## src/rtl/smt_pkg.sv

```systemverilog
// Package for the softmax with temperature unit: constants, exponential tables,
// back-end state type and the front-to-back control struct. No dependencies.
package smt_pkg;

  localparam int unsigned DefMaxElements = 64;
  localparam logic [15:0] InvTempReset = 16'd4096;
  localparam int unsigned ExpIntLimit = 12;

  typedef enum logic [2:0] {
    BeIdle,
    BeExpA,
    BeExpB,
    BeExpC,
    BeDiv,
    BeOut
  } be_state_e;

  // Item handed from the front end to the back end.
  typedef struct packed {
    logic        close;
    logic [6:0]  count;
    logic [15:0] max_val;
  } fe_req_t;

  function automatic logic [15:0] exp_int_tab(input logic [3:0] n);
    logic [15:0] r;
    case (n)
      4'd0: r = 16'd0;      // 65536 handled as one by the caller
      4'd1: r = 16'd24109;
      4'd2: r = 16'd8869;
      4'd3: r = 16'd3263;
      4'd4: r = 16'd1200;
      4'd5: r = 16'd442;
      4'd6: r = 16'd162;
      4'd7: r = 16'd60;
      4'd8: r = 16'd22;
      4'd9: r = 16'd8;
      4'd10: r = 16'd3;
      4'd11: r = 16'd1;
      default: r = 16'd0;
    endcase
    return r;
  endfunction

  function automatic logic [16:0] exp_hi_tab(input logic [3:0] n);
    logic [16:0] r;
    case (n)
      4'd0: r = 17'd65536;
      4'd1: r = 17'd61565;
      4'd2: r = 17'd57835;
      4'd3: r = 17'd54331;
      4'd4: r = 17'd51039;
      4'd5: r = 17'd47947;
      4'd6: r = 17'd45042;
      4'd7: r = 17'd42313;
      4'd8: r = 17'd39750;
      4'd9: r = 17'd37341;
      4'd10: r = 17'd35079;
      4'd11: r = 17'd32954;
      4'd12: r = 17'd30957;
      4'd13: r = 17'd29081;
      4'd14: r = 17'd27319;
      default: r = 17'd25664;
    endcase
    return r;
  endfunction

  function automatic logic [16:0] exp_lo_tab(input logic [3:0] n);
    logic [16:0] r;
    case (n)
      4'd0: r = 17'd65536;
      4'd1: r = 17'd65280;
      4'd2: r = 17'd65026;
      4'd3: r = 17'd64772;
      4'd4: r = 17'd64520;
      4'd5: r = 17'd64268;
      4'd6: r = 17'd64018;
      4'd7: r = 17'd63768;
      4'd8: r = 17'd63520;
      4'd9: r = 17'd63272;
      4'd10: r = 17'd63025;
      4'd11: r = 17'd62780;
      4'd12: r = 17'd62535;
      4'd13: r = 17'd62291;
      4'd14: r = 17'd62048;
      default: r = 17'd61806;
    endcase
    return r;
  endfunction

endpackage

```

## src/rtl/smt_front.sv

```systemverilog
// Front end: scales each logit by the inverse temperature, tracks the
// maximum and the count, and posts a close request. Uses smt_pkg.
module smt_front import smt_pkg::*; #(
  parameter int unsigned MaxElements = DefMaxElements
) (
  input  logic        clk_i,
  input  logic        rst_ni,
  input  logic        push_i,
  output logic        full_o,
  input  logic [15:0] logit_i,
  input  logic        last_in_i,
  input  logic [15:0] inv_temp_i,
  output logic        wr_en_o,
  output logic [5:0]  wr_addr_o,
  output logic [15:0] wr_data_o,
  output logic        req_valid_o,
  output fe_req_t     req_o,
  input  logic        req_ready_i
);

  logic [15:0] max_q, max_d;
  logic [6:0]  cnt_q, cnt_d;
  logic        mul_vld_q;
  logic        mul_last_q;
  logic signed [32:0] prod_q;
  logic signed [32:0] rnd;
  logic signed [20:0] q;
  logic [15:0] sat;
  logic        room;
  logic        take;

  // One request slot toward the back end. The store belongs to the back end
  // from a close request until its pass has ended.
  assign full_o = req_valid_o || mul_vld_q || !req_ready_i;
  assign take = push_i && !full_o;

  always_ff @(posedge clk_i or negedge rst_ni) begin
    if (!rst_ni) begin
      mul_vld_q <= 1'b0;
    end else begin
      mul_vld_q <= take;
    end
  end

  always_ff @(posedge clk_i) begin
    if (take) begin
      prod_q <= $signed(logit_i) * $signed({1'b0, inv_temp_i});
      mul_last_q <= last_in_i;
    end
  end

  assign rnd = prod_q + 33'sd2048;
  assign q = rnd[32:12];
  always_comb begin
    if (q > 21'sd32767) sat = 16'h7fff;
    else if (q < -21'sd32768) sat = 16'h8000;
    else sat = q[15:0];
  end

  assign room = cnt_q < 7'(MaxElements);
  assign wr_en_o = mul_vld_q && room;
  assign wr_addr_o = cnt_q[5:0];
  assign wr_data_o = sat;

  always_comb begin
    max_d = max_q;
    cnt_d = cnt_q;
    if (wr_en_o) begin
      if ($signed(sat) > $signed(max_q)) max_d = sat;
      cnt_d = cnt_q + 7'd1;
    end
  end

  always_ff @(posedge clk_i or negedge rst_ni) begin
    if (!rst_ni) begin
      max_q <= 16'h8000;
      cnt_q <= '0;
      req_valid_o <= 1'b0;
      req_o <= '0;
    end else begin
      if (req_valid_o && req_ready_i) req_valid_o <= 1'b0;
      if (mul_vld_q && mul_last_q) begin
        req_valid_o <= 1'b1;
        req_o.close <= 1'b1;
        req_o.count <= cnt_d;
        req_o.max_val <= max_d;
        max_q <= 16'h8000;
        cnt_q <= '0;
      end else begin
        max_q <= max_d;
        cnt_q <= cnt_d;
      end
    end
  end

endmodule

```

## src/rtl/smt_div.sv

```systemverilog
// Restoring divider, one quotient bit per cycle, for the normalization step.
// No dependencies.
module smt_div (
  input  logic        clk_i,
  input  logic        rst_ni,
  input  logic        start_i,
  input  logic [33:0] num_i,
  input  logic [22:0] den_i,
  output logic        done_o,
  output logic [33:0] quo_o
);

  logic [5:0]  cnt_q;
  logic        busy_q;
  logic [33:0] quo_q;
  logic [22:0] rem_q;
  logic [22:0] den_q;
  logic [23:0] trial;
  logic [23:0] diff;

  assign trial = {rem_q, quo_q[33]};
  assign diff = trial - {1'b0, den_q};

  always_ff @(posedge clk_i or negedge rst_ni) begin
    if (!rst_ni) begin
      busy_q <= 1'b0;
      cnt_q <= '0;
      done_o <= 1'b0;
    end else begin
      done_o <= 1'b0;
      if (start_i) begin
        busy_q <= 1'b1;
        cnt_q <= 6'd34;
      end else if (busy_q) begin
        cnt_q <= cnt_q - 6'd1;
        if (cnt_q == 6'd1) begin
          busy_q <= 1'b0;
          done_o <= 1'b1;
        end
      end
    end
  end

  always_ff @(posedge clk_i) begin
    if (start_i) begin
      quo_q <= num_i;
      rem_q <= '0;
      den_q <= den_i;
    end else if (busy_q) begin
      if (trial >= {1'b0, den_q}) begin
        rem_q <= diff[22:0];
        quo_q <= {quo_q[32:0], 1'b1};
      end else begin
        rem_q <= trial[22:0];
        quo_q <= {quo_q[32:0], 1'b0};
      end
    end
  end

  assign quo_o = quo_q;

endmodule

```

## src/rtl/smt_back.sv

```systemverilog
// Back end: exponential pass over the store with sum, then a divide pass that
// fills the result slot. Uses smt_pkg and smt_div.
module smt_back import smt_pkg::*; (
  input  logic        clk_i,
  input  logic        rst_ni,
  input  logic        req_valid_i,
  input  fe_req_t     req_i,
  output logic        req_ready_o,
  input  logic        fe_wr_i,
  input  logic [5:0]  fe_addr_i,
  input  logic [15:0] fe_data_i,
  output logic        empty_o,
  input  logic        pop_i,
  output logic [15:0] probability_o,
  output logic        last_out_o
);

  logic [16:0] store_q [64];
  logic [16:0] rd_q;
  logic [5:0]  rd_addr;
  logic        be_wr;
  logic [16:0] be_wdata;

  be_state_e   st_q, st_d;
  logic [6:0]  idx_q, idx_d;
  logic [6:0]  cnt_q;
  logic [15:0] max_q;
  logic [22:0] sum_q, sum_d;
  logic [16:0] e1_q;
  logic [15:0] dd_q;
  logic        zero_q;
  logic [33:0] p1;
  logic [33:0] p2;
  logic        dstart_q;
  logic        div_start;
  logic        div_done;
  logic [33:0] quo;
  logic        out_vld_q;
  logic [15:0] prob_q;
  logic        plast_q;
  logic [15:0] d;

  always_ff @(posedge clk_i) begin
    if (fe_wr_i) store_q[fe_addr_i] <= {fe_data_i[15], fe_data_i};
    else if (be_wr) store_q[idx_q[5:0] - 6'd1] <= be_wdata;
    rd_q <= store_q[rd_addr];
  end

  assign req_ready_o = (st_q == BeIdle);
  assign d = max_q - rd_q[15:0];
  // exp(-integer part) is one for a zero integer part.
  assign p1 = (dd_q[11:8] == 4'd0) ? {17'd0, exp_hi_tab(dd_q[7:4])}
            : ({18'd0, exp_int_tab(dd_q[11:8])} * {17'd0, exp_hi_tab(dd_q[7:4])}
               + 34'd32768) >> 16;
  assign p2 = ({17'd0, e1_q} * {17'd0, exp_lo_tab(dd_q[3:0])} + 34'd32768) >> 16;
  assign be_wr = (st_q == BeExpC);
  assign be_wdata = zero_q ? 17'd0 : p2[16:0];
  // The divide starts on the first odd cycle, once the read data has arrived.
  assign div_start = dstart_q && (sum_q != 23'd0);

  smt_div u_div (
    .clk_i,
    .rst_ni,
    .start_i(div_start),
    .num_i  ({1'b0, rd_q, 16'd0} + {12'd0, sum_q[22:1]}),
    .den_i  (sum_q),
    .done_o (div_done),
    .quo_o  (quo)
  );

  always_comb begin
    st_d = st_q;
    idx_d = idx_q;
    sum_d = sum_q;
    rd_addr = idx_q[5:0];
    case (st_q)
      BeIdle: begin
        rd_addr = '0;
        if (req_valid_i) begin
          st_d = (req_i.count == 7'd0) ? BeIdle : BeExpA;
          idx_d = '0;
          sum_d = '0;
        end
      end
      BeExpA: begin
        st_d = BeExpB;
      end
      BeExpB: begin
        st_d = BeExpC;
        idx_d = idx_q + 7'd1;
      end
      BeExpC: begin
        sum_d = sum_q + {6'd0, be_wdata};
        if (idx_q == cnt_q) begin
          st_d = BeDiv;
          idx_d = '0;
        end else begin
          st_d = BeExpA;
        end
      end
      BeDiv: begin
        // Even phase: issue the read; odd phase: divide the read data and wait.
        rd_addr = idx_q[6:1];
        if (idx_q[0] == 1'b0) idx_d = idx_q + 7'd1;
        else if (div_done || (sum_q == 23'd0)) st_d = BeOut;
      end
      BeOut: begin
        rd_addr = idx_q[6:1] + 6'd1;
        if (!out_vld_q) begin
          idx_d = idx_q + 7'd1;
          st_d = (idx_q[6:1] + 6'd1 == cnt_q[5:0] || idx_q[6:1] == 6'd63)
                 ? BeIdle : BeDiv;
        end
      end
      default: st_d = BeIdle;
    endcase
  end

  always_ff @(posedge clk_i or negedge rst_ni) begin
    if (!rst_ni) begin
      st_q <= BeIdle;
      idx_q <= '0;
      sum_q <= '0;
      cnt_q <= '0;
      max_q <= '0;
      out_vld_q <= 1'b0;
      dstart_q <= 1'b0;
    end else begin
      st_q <= st_d;
      idx_q <= idx_d;
      sum_q <= sum_d;
      dstart_q <= (st_q == BeDiv) && (idx_q[0] == 1'b0);
      if (st_q == BeIdle && req_valid_i) begin
        cnt_q <= req_i.count;
        max_q <= req_i.max_val;
      end
      if (pop_i && out_vld_q) out_vld_q <= 1'b0;
      if (st_q == BeOut && !out_vld_q) out_vld_q <= 1'b1;
    end
  end

  always_ff @(posedge clk_i) begin
    if (st_q == BeExpA) begin
      dd_q <= d;
      zero_q <= (d[15:8] >= 8'(ExpIntLimit));
    end
    if (st_q == BeExpB) e1_q <= p1[16:0];
    if (st_q == BeOut && !out_vld_q) begin
      if (sum_q == 23'd0) prob_q <= 16'd0;
      else if (quo > 34'd65535) prob_q <= 16'hffff;
      else prob_q <= quo[15:0];
      plast_q <= (idx_q[6:1] + 6'd1 == cnt_q[5:0]) || (idx_q[6:1] == 6'd63);
    end
  end

  assign empty_o = !out_vld_q;
  assign probability_o = prob_q;
  assign last_out_o = plast_q;

endmodule

```

## src/rtl/softmax_with_temperature_unit.sv

```systemverilog
// Softmax with temperature unit, top level: config port, front end, back end.
// Uses smt_pkg, smt_front and smt_back.
//
// Usage: push logits (signed Q8.8) with last_in_i on the final element while
// full is low. Each logit is scaled by the inverse temperature register
// (APB offset 0, Q4.12, reset 1.0) and stored, up to MaxElements entries.
// After the closing element the back end walks the store: for each element
// the states ExpA, ExpB and ExpC compute the exponential and add it to the
// sum; then, for normalization of each element, a read, a start cycle, 34
// divide steps, a done cycle and a load into the result register. The
// serial divider dominates the pass. Results come out in arrival order
// through a one-entry queue (empty/pop), last_out_o on the final one. Input
// is held off with full while an element is being scaled and from the close
// until the back end has loaded its last result.
// A stalled receiver holds the divider pass until its result is popped.
// Reset clears all control state; the store contents are undefined.
module softmax_with_temperature_unit import smt_pkg::*; #(
  parameter int unsigned MaxElements = DefMaxElements
) (
  input  logic        clk_i,
  input  logic        rst_ni,
  input  logic        psel,
  input  logic        penable,
  input  logic        pwrite,
  input  logic [0:0]  paddr,
  input  logic [31:0] pwdata,
  output logic [31:0] prdata,
  output logic        pready,
  input  logic        push,
  output logic        full,
  input  logic [15:0] logit_i,
  input  logic        last_in_i,
  output logic        empty,
  input  logic        pop,
  output logic [15:0] probability_o,
  output logic        last_out_o
);

  logic [15:0] inv_temp_q;
  logic        wr_en;
  logic [5:0]  wr_addr;
  logic [15:0] wr_data;
  logic        req_valid;
  fe_req_t     req;
  logic        req_ready;

  assign pready = 1'b1;
  // Only byte offset zero holds a register.
  always_ff @(posedge clk_i or negedge rst_ni) begin
    if (!rst_ni) inv_temp_q <= InvTempReset;
    else if (psel && penable && pwrite && paddr == 1'b0) inv_temp_q <= pwdata[15:0];
  end
  assign prdata = (paddr == 1'b0) ? {16'd0, inv_temp_q} : 32'd0;

  smt_front #(.MaxElements(MaxElements)) u_front (
    .clk_i, .rst_ni,
    .push_i(push), .full_o(full), .logit_i, .last_in_i,
    .inv_temp_i(inv_temp_q),
    .wr_en_o(wr_en), .wr_addr_o(wr_addr), .wr_data_o(wr_data),
    .req_valid_o(req_valid), .req_o(req), .req_ready_i(req_ready)
  );

  smt_back u_back (
    .clk_i, .rst_ni,
    .req_valid_i(req_valid), .req_i(req), .req_ready_o(req_ready),
    .fe_wr_i(wr_en), .fe_addr_i(wr_addr), .fe_data_i(wr_data),
    .empty_o(empty), .pop_i(pop), .probability_o, .last_out_o
  );

`ifndef ASSERT_OFF
  a_req_close: assert property (@(posedge clk_i) disable iff (!rst_ni)
    req_valid |-> req.count <= 7'(MaxElements)) else $error("count overflow");
  a_hold: assert property (@(posedge clk_i) disable iff (!rst_ni)
    (!empty && !pop) |=> $stable(probability_o)) else $error("result changed");
`endif

endmodule
```

## config.mk

```make
export PLATFORM = sky130hd
export DESIGN_NAME = softmax_with_temperature_unit
export DESIGN_NICKNAME = d
export VERILOG_FILES = /design/src/rtl/smt_pkg.sv /design/src/rtl/smt_front.sv /design/src/rtl/smt_div.sv /design/src/rtl/smt_back.sv /design/src/rtl/softmax_with_temperature_unit.sv
export SDC_FILE = /design/constraint.sdc
export NUM_CORES = 2
export LEC_CHECK = 0
export BUFFER_PORTS_ARGS = -buffer_cell sky130_fd_sc_hd__buf_4
export CELL_PAD_IN_SITES_DETAIL_PLACEMENT = 1
export CELL_PAD_IN_SITES_GLOBAL_PLACEMENT = 2
export CORE_ASPECT_RATIO = 1.5
export CORE_MARGIN = 2
export CORE_UTILIZATION = 40
export CTS_CLUSTER_DIAMETER = 50
export DETAILED_ROUTE_END_ITERATION = 10
export PLACE_DENSITY = 0.82
export SLEW_MARGIN = 20
export SYNTH_ARGS = -nofsm -noshare
export SYNTH_HDL_FRONTEND = slang
export SYNTH_HIERARCHICAL = 1
export SYNTH_SLANG_ARGS = --single-unit
```

## constraint.sdc

```tcl
create_clock -name clk_i -period 17.9 [get_ports clk_i]
set_clock_uncertainty 0.1 [all_clocks]
set_input_delay 1.79 -clock clk_i [delete_from_list [all_inputs] [get_ports clk_i]]
set_output_delay 1.79 -clock clk_i [all_outputs]
set_load 0.01 [all_outputs]
```

==> impl_metrics.json <==
{
  "grt-ovfl-total": 0,
  "maxSlewHeadroom_pct": 24.65,
  "place_hpwl_um": 166800,
  "avgSynthCellArea_um2": 11.41,
  "syn_inst": 7630,
  "start_util_pct": 40.24,
  "drc": 0,
  "cts_root_buffer": "clkbuf_16",
  "max_freq_ghz": 0.1039,
  "clkTransAtPathRegs_ps": 60,
  "antenna_found_initial": 5,
  "final_core_util_pct": 44.10,
  "clockBufferDepth": 4,
  "port_buffers": 75,
  "htreeDepth": 4,
  "hold_class": "register to register",
  "cpPeakStageDelay_ps": 810,
  "maxCapViolCount": 0,
  "gp_congestion": 0.8680,
  "dieWidth_um": 384.9,
  "synthToLayoutAreaGrowth_pct": 9.585,
  "worst_setup_path_end_kind": "register",
  "worstMarginPinSlew_ps": 1099,
  "numCtsBuffers": 151,
  "drt_iter0_drc": 3424,
  "final.setup.worst_slack_ps": 8277,
  "slew_violations": 0,
  "regArea_um2": 41400,
  "critPathArrivalTime_ps": 10270,
  "hold_violations": 0,
  "cts_hold_buf": 0,
  "fin_setup_tns_ps": 0,
  "first_pass_iters": 6,
  "period_needed_ps": 9623,
  "synth_warnings": 6,
  "crit_family": "adder cells",
  "path_class": "register to register",
  "cp_data_required_time_ps": 18550,
  "antenna_left": 0,
  "rsz0062_at_grt": "false",
  "path_common_cell": "fa_1",
  "routed_wl_um": 250900,
  "syn-cell-area_um2": 87030,
  "crit_buf_inv": 2,
  "critPathSlowestCell": "edfxtp_1",
  "nNetsFinal": 8684,
  "viasPerCell": 5.606,
  "cts_resized": 0,
  "die_h_um": 575.3,
  "cts_tree": "built",
  "avgRoutedWirePerCell_um": 23.87,
  "pre_cts_slack_ps": 8297,
  "clock_sinks": 1428,
  "crit_fanout": 13,
  "postCtsSetupRepairBufs": 0,
  "cp-start-kind": "register",
  "status": "finished clean",
  "fillCellCount": 22850,
  "multi_input_area_um2": 40870,
  "final-setup-viol-count": 0,
  "placementRows": 209,
  "grt_pass1_wl_um": 384000,
  "grt_pass1_vias": 65290,
  "drive_gt1_share_pct": 7.978,
  "core_area_um2": 216300,
  "track_usage_pct": 22.54,
  "ios": 109,
  "grt_max_degree": 178,
  "die_area_um2": 221400,
  "fin_crit_sh_pct": 53.76,
  "clk-insertion-delay-late_ps": 820,
  "vias": 58910
}
==> worst register-to-register path, stage by stage (launching register included) <==
cell	delay [ps]
edfxtp_1	810
nand2_1	220
fa_1	610
fa_1	460
fa_1	540
fa_1	450
fa_1	560
inv_1	60
fa_1	480
ha_1	320
a21oi_1	160
o21ai_0	210
a311o_1	450
a211o_1	390
a21boi_0	370
inv_1	130
a31o_2	270
xnor2_1	520
nor2_1	240
ha_1	410
nand2_1	120
nor2_1	80
a32oi_1	200
o21ai_0	200
o31a_1	340
o211a_1	290
or4_1	480
nand3_1	100
==> area by class of cell <==
cell class              instances  area share (%)
diodes                          2        0.005248
clock buffers                 186           4.243
clock inverters                68          0.6809
inverters                     849           3.342
multi-input cells            4917           42.86
flip-flops and latches       1428           43.41
well taps                    2848           3.736
repair buffers                211           1.725
==> through the flow <==
step | area (um2) | hold WS, ps | std cells
finish | 95370 | 382.3 | 10510
global route | 95370 | 399.4 | 10510
CTS | 95320 | 378.9 | 10510
detailed placement | 90630 | 376.4 | 10250
global placement | 90590 | 366.3 | 10250
floorplan | 87080 | 351.7 | 7645
==> sequential cells by signal, indices dropped and copies added (netlist names), 22 cells and up, named ones only <==
| signal | cells |
|---|---|
| u_back/store_q | 1088 |
| u_back/u_div/quo_o | 34 |
| u_back/sum_q | 23 |
| u_back/u_div/den_q | 23 |
| u_back/u_div/rem_q | 23 |
| u_front/req_o | 23 |
| u_front/prod_q | 22 |
==> layer usage <==
layer / routed length (um) / vias to the layer above / GRT usage (%)
met5: 24 / - / 0
met4: 14830 / 4 / 12.33
met3: 8466 / 548 / 2.009
met2: 134000 / 1334 / 42.09
met1: 93590 / 30600 / 24.99
li1: - / 26420 / -
==> cell usage in the layout, fill, tap and decap left out, types with 64 or more instances in the layout <==
cell and count:
fa_1 576, o21ai_0 114, clkbuf_16 156, xnor2_1 102, a21o_1 64, and3_1 293
nand3_1 67, ha_1 493, buf_4 205, inv_1 847, nor2_1 206, a311oi_1 154
dfxtp_1 83, nand2_1 1078, and2_1 371, a211oi_1 369, dfrtp_1 128, a31oi_1 149
mux2_2 76, a21oi_1 210, edfxtp_1 1215
==> final timing paths <==
path	start	endpoint	slack [ps]	cells after the start
min in group asynchronous	rst_ni	inv_temp_q[11]	950	1
worst min-delay path	u_front/req_o[1]	u_front/req_o[1]	380	2
worst min register to register	u_front/req_o[1]	u_front/req_o[1]	380	2
worst max-delay path	u_back/e1_q[8]	u_back/sum_q[22]	8280	27
worst max register to register	u_back/e1_q[8]	u_back/sum_q[22]	8280	27
max in group asynchronous	rst_ni	u_back/u_div/cnt_q[3]	15330	2
Power is not shown: default switching activity piles up to over one toggle a cycle in this logic, so the estimate is an artifact.
